[src/tpt_pkg.sv]
`default_nettype none

package tpt_pkg;

  // default counter widths
  localparam int unsigned DefLineWidth   = 24;
  localparam int unsigned DefColumnWidth = 16;

  // character codes
  localparam logic [7:0] CH_NUL   = 8'h00;
  localparam logic [7:0] CH_TAB   = 8'h09;
  localparam logic [7:0] CH_LF    = 8'h0A;
  localparam logic [7:0] CH_CR    = 8'h0D;
  localparam logic [7:0] CH_SPACE = 8'h20;
  localparam logic [7:0] CH_STAR  = 8'h2A;
  localparam logic [7:0] CH_SLASH = 8'h2F;
  localparam logic [7:0] CH_DEL   = 8'h7F;

  // error codes
  localparam logic [1:0] ERR_NONE = 2'd0;
  localparam logic [1:0] ERR_CTRL = 2'd1;
  localparam logic [1:0] ERR_OPEN = 2'd2;

endpackage

`default_nettype wire

[src/text_position_tracker_comment_strip.sv]
// Comment stripper with line/column tracking.
// Latency: a byte's results are offered on the cycle after its request is taken.
// Throughput: one byte per cycle while out_ready_i is high; a byte that releases
// a held '/' together with a result of its own gives two results, and the
// two-entry output queue then holds off the next request while both are queued.
// Reset (rst_ni low, asynchronous): line 1, column 1, nothing held, queue empty.
`default_nettype none

module text_position_tracker_comment_strip #(
  parameter int unsigned LINE_WIDTH   = tpt_pkg::DefLineWidth,
  parameter int unsigned COLUMN_WIDTH = tpt_pkg::DefColumnWidth
) (
  input  wire logic                    clk_i,
  input  wire logic                    rst_ni,
  // byte request channel
  input  wire logic                    in_valid_i,
  output logic                         in_ready_o,
  input  wire logic [7:0]              text_byte_i,
  // result request channel
  output logic                         out_valid_o,
  input  wire logic                    out_ready_i,
  output logic [7:0]                   char_out_o,
  output logic [LINE_WIDTH-1:0]        line_no_o,
  output logic [COLUMN_WIDTH-1:0]      column_no_o,
  output logic [1:0]                   error_code_o,
  output logic                         done_res_o,
  output logic                         last_of_run_o
);
  import tpt_pkg::*;

  localparam int unsigned LW = LINE_WIDTH;
  localparam int unsigned CW = COLUMN_WIDTH;

  // scanner modes
  localparam logic [2:0] M_NORMAL  = 3'd0;
  localparam logic [2:0] M_HSLASH  = 3'd1; // '/' held, may open a comment
  localparam logic [2:0] M_HCR     = 3'd2; // CR held, waiting for LF
  localparam logic [2:0] M_COMMENT = 3'd3;
  localparam logic [2:0] M_CSTAR   = 3'd4; // in comment, last byte was '*'
  localparam logic [2:0] M_CCR     = 3'd5; // CR inside a comment
  localparam logic [2:0] M_HALTED  = 3'd6; // error seen, silent until reset

  typedef struct packed {
    logic [7:0]    ch;
    logic [LW-1:0] line;
    logic [CW-1:0] col;
    logic [1:0]    err;
    logic          done;
    logic          last;
  } result_t;

  // ---------------------------------------------------------------------------
  // Scanner state
  // ---------------------------------------------------------------------------
  logic [2:0]    mode_q, mode_d;
  logic [LW-1:0] line_q, line_d;
  logic [CW-1:0] col_q, col_d;
  logic [LW-1:0] hline_q, hline_d;
  logic [CW-1:0] hcol_q, hcol_d;

  logic [7:0] b;
  assign b = text_byte_i;

  // Position arithmetic: line and column advances saturate at all-ones.
  logic [CW-1:0] col_p1, col_tab, col_adv;
  logic [LW-1:0] line_p1;
  logic [2:0]    tab_amt;
  logic [CW:0]   tab_sum;
  logic [CW-1:0] col_m1;
  logic          is_bad;

  always_comb begin
    col_p1  = (&col_q) ? col_q : col_q + {{(CW-1){1'b0}}, 1'b1};
    line_p1 = (&line_q) ? line_q : line_q + {{(LW-1){1'b0}}, 1'b1};
    // next tab stop 1,5,9,... : advance by 4 - ((col-1) mod 4)
    col_m1  = col_q - {{(CW-1){1'b0}}, 1'b1};
    tab_amt = 3'd4 - {1'b0, col_m1[1:0]};
    tab_sum = {1'b0, col_q} + {{(CW-2){1'b0}}, tab_amt};
    col_tab = tab_sum[CW] ? {CW{1'b1}} : tab_sum[CW-1:0];
    // UTF-8 continuation bytes (10xxxxxx) take no column
    col_adv = (b[7] && !b[6]) ? col_q : col_p1;
    is_bad  = (b < CH_SPACE && b != CH_TAB && b != CH_LF && b != CH_CR) ||
              b == CH_DEL;
  end

  // Handling of a byte in normal text, shared by the normal mode and by the
  // byte that follows a held '/' that did not open a comment.
  logic          nb_v;
  result_t       nb_r;
  logic [2:0]    nb_mode;
  logic [LW-1:0] nb_line, nb_hline;
  logic [CW-1:0] nb_col, nb_hcol;

  always_comb begin
    nb_v     = 1'b0;
    nb_r     = '{ch: b, line: line_q, col: col_q, err: ERR_NONE, done: 1'b0,
                 last: 1'b0};
    nb_mode  = M_NORMAL;
    nb_line  = line_q;
    nb_col   = col_q;
    nb_hline = hline_q;
    nb_hcol  = hcol_q;
    if (b == CH_NUL) begin
      // end of text: pass it on, restart position
      nb_v      = 1'b1;
      nb_r.done = 1'b1;
      nb_line   = {{(LW-1){1'b0}}, 1'b1};
      nb_col    = {{(CW-1){1'b0}}, 1'b1};
    end else if (b == CH_SLASH) begin
      nb_hline = line_q;
      nb_hcol  = col_q;
      nb_col   = col_p1;
      nb_mode  = M_HSLASH;
    end else if (b == CH_CR) begin
      nb_hline = line_q;
      nb_hcol  = col_q;
      nb_mode  = M_HCR;
    end else if (b == CH_LF) begin
      nb_v    = 1'b1;
      nb_line = line_p1;
      nb_col  = {{(CW-1){1'b0}}, 1'b1};
    end else if (b == CH_TAB) begin
      nb_v   = 1'b1;
      nb_col = col_tab;
    end else if (is_bad) begin
      nb_v      = 1'b1;
      nb_r.ch   = CH_NUL;
      nb_r.err  = ERR_CTRL;
      nb_r.done = 1'b1;
      nb_mode   = M_HALTED;
    end else begin
      nb_v   = 1'b1;
      nb_col = col_adv;
    end
  end

  // Per-byte results: up to two, slot 0 first.
  result_t    r0, r1;
  logic [1:0] n_res;

  always_comb begin
    mode_d  = mode_q;
    line_d  = line_q;
    col_d   = col_q;
    hline_d = hline_q;
    hcol_d  = hcol_q;
    n_res   = 2'd0;
    r0      = nb_r;
    r1      = nb_r;

    unique case (mode_q)
      M_NORMAL: begin
        r0      = nb_r;
        n_res   = {1'b0, nb_v};
        mode_d  = nb_mode;
        line_d  = nb_line;
        col_d   = nb_col;
        hline_d = nb_hline;
        hcol_d  = nb_hcol;
      end
      M_HSLASH: begin
        if (b == CH_STAR) begin
          col_d  = col_p1;
          mode_d = M_CSTAR; // this '*' may also close the comment
        end else begin
          // release the slash at its own place, then the byte as usual
          r0 = '{ch: CH_SLASH, line: hline_q, col: hcol_q, err: ERR_NONE,
                 done: 1'b0, last: 1'b0};
          r1      = nb_r;
          n_res   = nb_v ? 2'd2 : 2'd1;
          mode_d  = nb_mode;
          line_d  = nb_line;
          col_d   = nb_col;
          hline_d = nb_hline;
          hcol_d  = nb_hcol;
        end
      end
      M_HCR: begin
        n_res = 2'd1;
        if (b == CH_LF) begin
          r0 = '{ch: CH_LF, line: hline_q, col: hcol_q, err: ERR_NONE,
                 done: 1'b0, last: 1'b0};
          line_d = line_p1;
          col_d  = {{(CW-1){1'b0}}, 1'b1};
          mode_d = M_NORMAL;
        end else begin
          // lone CR: error at the CR, following byte dropped
          r0 = '{ch: CH_NUL, line: hline_q, col: hcol_q, err: ERR_CTRL,
                 done: 1'b1, last: 1'b0};
          mode_d = M_HALTED;
        end
      end
      M_COMMENT, M_CSTAR: begin
        if (b == CH_NUL) begin
          n_res = 2'd1;
          r0 = '{ch: CH_NUL, line: line_q, col: col_q, err: ERR_OPEN,
                 done: 1'b1, last: 1'b0};
          mode_d = M_HALTED;
        end else if (mode_q == M_CSTAR && b == CH_SLASH) begin
          col_d  = col_p1;
          mode_d = M_NORMAL;
        end else if (b == CH_STAR) begin
          col_d  = col_p1;
          mode_d = M_CSTAR;
        end else if (b == CH_CR) begin
          hline_d = line_q;
          hcol_d  = col_q;
          mode_d  = M_CCR;
        end else if (b == CH_LF) begin
          line_d = line_p1;
          col_d  = {{(CW-1){1'b0}}, 1'b1};
          mode_d = M_COMMENT;
        end else if (b == CH_TAB) begin
          col_d  = col_tab;
          mode_d = M_COMMENT;
        end else if (is_bad) begin
          n_res = 2'd1;
          r0 = '{ch: CH_NUL, line: line_q, col: col_q, err: ERR_CTRL,
                 done: 1'b1, last: 1'b0};
          mode_d = M_HALTED;
        end else begin
          col_d  = col_adv;
          mode_d = M_COMMENT;
        end
      end
      M_CCR: begin
        if (b == CH_LF) begin
          line_d = line_p1;
          col_d  = {{(CW-1){1'b0}}, 1'b1};
          mode_d = M_COMMENT;
        end else begin
          n_res = 2'd1;
          r0 = '{ch: CH_NUL, line: hline_q, col: hcol_q, err: ERR_CTRL,
                 done: 1'b1, last: 1'b0};
          mode_d = M_HALTED;
        end
      end
      default: begin
        mode_d = M_HALTED;
      end
    endcase

    // mark the final result of this byte
    r0.last = (n_res == 2'd1);
    r1.last = 1'b1;
  end

  // ---------------------------------------------------------------------------
  // Output queue: two entries. A request is taken only when the queue is empty
  // after this cycle's pop, so both results of a byte always fit, and the
  // queue then restarts at entry 0.
  // ---------------------------------------------------------------------------
  result_t    ent_q [2];
  logic [1:0] cnt_q, cnt_d;
  logic       rd_q, rd_d;
  logic       pop, in_acc;
  result_t    head;

  assign head        = ent_q[rd_q];
  assign out_valid_o = (cnt_q != 2'd0);
  assign pop         = out_valid_o && out_ready_i;
  assign in_ready_o  = (cnt_q == 2'd0) || (cnt_q == 2'd1 && out_ready_i);
  assign in_acc      = in_valid_i && in_ready_o;

  assign char_out_o    = head.ch;
  assign line_no_o     = head.line;
  assign column_no_o   = head.col;
  assign error_code_o  = head.err;
  assign done_res_o    = head.done;
  assign last_of_run_o = head.last;

  always_comb begin
    cnt_d = cnt_q;
    rd_d  = rd_q;
    if (in_acc) begin
      cnt_d = n_res;
      rd_d  = 1'b0;
    end else if (pop) begin
      cnt_d = cnt_q - 2'd1;
      rd_d  = ~rd_q;
    end
  end

  always_ff @(posedge clk_i or negedge rst_ni) begin
    if (!rst_ni) begin
      mode_q  <= M_NORMAL;
      line_q  <= {{(LW-1){1'b0}}, 1'b1};
      col_q   <= {{(CW-1){1'b0}}, 1'b1};
      hline_q <= {{(LW-1){1'b0}}, 1'b1};
      hcol_q  <= {{(CW-1){1'b0}}, 1'b1};
      cnt_q   <= 2'd0;
      rd_q    <= 1'b0;
    end else begin
      cnt_q <= cnt_d;
      rd_q  <= rd_d;
      if (in_acc) begin
        mode_q  <= mode_d;
        line_q  <= line_d;
        col_q   <= col_d;
        hline_q <= hline_d;
        hcol_q  <= hcol_d;
      end
    end
  end

  // result payload, no reset needed
  always_ff @(posedge clk_i) begin
    if (in_acc) begin
      ent_q[0] <= r0;
      ent_q[1] <= r1;
    end
  end

  // ---------------------------------------------------------------------------
  // Assertions
  // ---------------------------------------------------------------------------
  a_cnt_range: assert property (@(posedge clk_i) disable iff (!rst_ni)
    cnt_q != 2'd3)
    else $error("output queue count out of range");

  a_halted_silent: assert property (@(posedge clk_i) disable iff (!rst_ni)
    (in_acc && mode_q == M_HALTED) |=> (cnt_q == 2'd0))
    else $error("result produced while halted");

  a_done_is_last: assert property (@(posedge clk_i) disable iff (!rst_ni)
    (out_valid_o && done_res_o) |-> last_of_run_o)
    else $error("done result is not the last of its byte");

  a_pos_nonzero: assert property (@(posedge clk_i) disable iff (!rst_ni)
    out_valid_o |-> (line_no_o != '0 && column_no_o != '0))
    else $error("zero line or column on a result");

endmodule

`default_nettype wire
[config.mk]
export PLATFORM = sky130hd
export DESIGN_NAME = text_position_tracker_comment_strip
export DESIGN_NICKNAME = d
export VERILOG_FILES = /design/src/tpt_pkg.sv /design/src/text_position_tracker_comment_strip.sv
export SDC_FILE = /design/constraint.sdc
export NUM_CORES = 1
export LEC_CHECK = 0
export ABC_AREA = 1
export BUFFER_PORTS_ARGS = -buffer_cell sky130_fd_sc_hd__buf_2
export CAP_MARGIN = 10
export CORE_MARGIN = 1.5
export CORE_UTILIZATION = 30
export DETAILED_ROUTE_END_ITERATION = 8
export MAX_ROUTING_LAYER = met4
export PLACE_DENSITY = 0.43
export SETUP_SLACK_MARGIN = 0.1
export SLEW_MARGIN = 20
export SYNTH_ARGS = -nofsm -noshare
export SYNTH_HDL_FRONTEND = slang
export SYNTH_SLANG_ARGS = --single-unit
export TNS_END_PERCENT = 30
[constraint.sdc]
create_clock -name clk_i -period 13.1 [get_ports clk_i]
set_input_delay 1.31 -clock clk_i [delete_from_list [all_inputs] [get_ports clk_i]]
set_output_delay 1.31 -clock clk_i [all_outputs]
set_load 0.03 [all_outputs]
==> impl_metrics.yaml <==
placed_design:
  gp_congestion: 0.910
  portBuffers: 65
  dp_hpwl_um: 22900
  post_dp_cell_area_um2: 12200
clock_tree:
  tritoncts: "yes"
  clock_sinks: 188
  clk-insertion-delay-late_ns: 0.45
  ctsRootBufferMaster: "clkbuf_16"
  cts_hold_buf: 0
  cts.repair.resized: 0
  clock_path_buffers: 2
  cts.clk_slew.worst_paths_ns: 0.08
  cts_inserted_buffers: 17
  postCtsSetupRepairBufs: 0
  h-tree-depth: 4
cells_and_area:
  fin_util: 0.337
  nNetsFinal: 1463
  insertedDiodeCount: 0
  multi_input_area_um2: 5260
  final_area_um2: 12800
  fillers: 4023
  final_cell_mix: "nand2_1, inv_1, nand3_1, edfxtp_1, nor2_1"
  drive_above_1_share: 0.165
  syn_to_final_growth_pct: 9.85
  ff_latch_area_um2: 5220
  final_common_cell: "nand2_1"
timing:
  drv_slew: 0
  worst_pin_slew_ns: 1.07
  setup_viol: 0
  finalClockSkew_ns: 0.0128
  hold_violations: 0
  fin_crit_sh: 0.315
  whs_ns: 0.488
  fin_crit_ns: 4.13
  fmax_ghz: 0.242
  relSlewSlack: 0.287
  rsz0062_at_grt: "false"
  fin_setup_tns_ns: 0
grt:
  grt_pass1_wl_um: 54200
  antenna_found_initial: 0
  grt_max_degree: 70
  grt_pass1_vias: 9493
  gr-usage-all-layers: 0.183
  grt-ovfl-total: 0
logic_synthesis:
  syn-instance-count: 1425
  synth_edf_count: 102
  synthMuxAreaShare: 0.0345
  synth-async-reset-ratio: 0.457
  yosysTopAreaCell: "edfxtp_1"
  synth_xor_area_frac: 0.0211
  synth_top_family_by_area: "simple AND/OR/NAND/NOR gates"
  synth.top_cell.area_share: 0.264
  avgSynthCellArea_um2: 8.15
  synth_area_leaders: "edfxtp_1, dfrtp_1, nand2_1"
  synthSimpleGateAreaFrac: 0.302
  syn_nets: 1445
  synth_warnings: 0
  synth_compound_area_frac: 0.0863
  synth.distinct_cells: 52
  syn_area_um2: 11600
  synth-adder-area-share: 0.00927
  ys_ff_latch: 188
  synth_seq_area_share: 0.450
  synthFlopType: "edfxtp_1"
run:
  maxCapViolations: 0
power_and_ir_drop:
  switchingPower_mw: 1.34
  p_seq_frac: 0.352
  p_int_mw: 1.45
  leakagePower_nw: 6.09
  p_clk_frac: 0.190
  p_comb_frac: 0.458
  power.total_mw: 2.79
  switching_share: 0.480
  ir_drop_mv: 0.115
  powerDensity_nw_per_um2: 218
worst_setup_path:
  worstSetupEndpointType: "flop"
  worstSetupPathType: "reg2reg"
  cp-start-kind: "flop"
  timing.rr.end: "ent_q[0][31]$_DFFE_PP_"
  reg2reg_depth: 11
  cp.required_ns: 13.40
  arrival_ns: 4.43
  r2r-start: "mode_q[0]$_DFFE_PN0P_"
  crit_path_max_fanout: 50
  reg2reg_slack_ns: 8.97
floorplanning:
  die_y_um: 200
  die_area_um2: 39900
  fp.dieW_um: 200
  core_um2: 37800
  fp-row-count: 71
  start_util: 0.307
  ioPinCount: 66
detailed_routing:
  viasPerCell: 4.78
  drt_first_pass_iters: 5
  drt_iter0_drc: 613
  routedWlPerCell_um: 17.2
  route.detailed.drc: 0
  drtAntennaViolNets: 0
  vias: 9407
  drt-total-wl_um: 33900
run_status:
  status: "complete, no violations"
hold_path:
  hold_class: "reg2reg"
  min_from: "hline_q[23]$_DFFE_PN0P_"
  hold_depth: 2
  holdPathEnd: "hline_q[23]$_DFFE_PN0P_"
==> synth_stat cells, types with 10 or more instances <==
master / count
mux2i_1: 40
a21oi_1: 49
nand3_1: 109
dfrtp_1: 82
nor2_2: 10
edfxtp_1: 102
nand4_1: 27
nor3_1: 13
o21ai_0: 34
buf_2: 29
clkbuf_1: 18
xor2_1: 25
nand2_1: 437
nand3_2: 38
nand2_2: 11
inv_2: 11
inv_1: 150
buf_6: 10
nor2_1: 94
buf_4: 13
o21ai_2: 36
==> power by group through the flow <==
| stage | clock [mW] | sequential (mW) | combinational (mW) |
|---|---|---|---|
| after floorplan | 0 | 0.906 | 1.06 |
| after global placement | 0 | 0.995 | 1.29 |
| after detailed placement | 0 | 0.995 | 1.30 |
| after CTS | 0.545 | 0.983 | 1.31 |
| after global routing | 0.565 | 1.00 | 1.42 |
| final | 0.530 | 0.980 | 1.28 |
==> metal layers <==
layer	routed length [um]	global-route usage
met4	485	0.0515
met2	17200	0.309
met1	14900	0.224
met3	1260	0.0311
met5	0	-
==> flip-flops by register name, summed over array words and instances, names as in the netlist <==
signal   count
line_q      24
hcol_q      16
mode_q       3
col_q       16
ent_q      102
hline_q     24
cnt_q        2
rd_q         1
==> kinds of logic (layout without fill, tap and decap cells) <==
logic type / after synthesis / count (layout)
and+or+nand+nor: 760 / 760
buffers and inverters: 244 / 275
DFF: 188 / 188
AOI/OAI and AO/OA: 157 / 157
muxes: 40 / 40
xor gates and xnor gates: 28 / 28
adders and majority gates: 8 / 8
==> how the worst max path moves through the flow <==
stage | from | to | slack, ns
floorplan | out_ready_i | hcol_q[10]$_DFFE_PN0P_ | 7.71
global placement | mode_q[0]$_DFFE_PN0P_ | ent_q[0][36]$_DFFE_PP_ | 9.09
detailed placement | mode_q[0]$_DFFE_PN0P_ | ent_q[0][31]$_DFFE_PP_ | 8.94
CTS | mode_q[0]$_DFFE_PN0P_ | ent_q[0][31]$_DFFE_PP_ | 8.89
global route | mode_q[0]$_DFFE_PN0P_ | ent_q[0][31]$_DFFE_PP_ | 8.62
finish | mode_q[0]$_DFFE_PN0P_ | ent_q[0][31]$_DFFE_PP_ | 8.97
==> worst max-delay path, stage by stage (launching register included) <==
cell	delay (ns)
dfrtp_1	0.48
nor2_4	0.17
nand2_1	0.10
nand2_1	0.41
inv_2	0.23
nand2_2	0.48
buf_4	0.65
inv_4	0.27
nor4_4	0.22
buf_4	0.67
nand3_2	0.13
o21ai_2	0.09
==> through the flow <==
stage               std cells  setup WS, ns
floorplan                1425          7.71
global placement         1935          9.09
detailed placement       1935          8.94
CTS                      1967          8.89
global route             1967          8.62
finish                   1967          8.97
==> area by class of cell <==
cell class	count	share of cell area
multi-input cells	993	0.412
flip-flops and latches	188	0.409
well taps	511	0.0501
inverters	165	0.0492
clock buffers	19	0.0355
repair buffers	78	0.0334
clock inverters	13	0.0100
No activity file was read; power rests on OpenSTA's default activity.
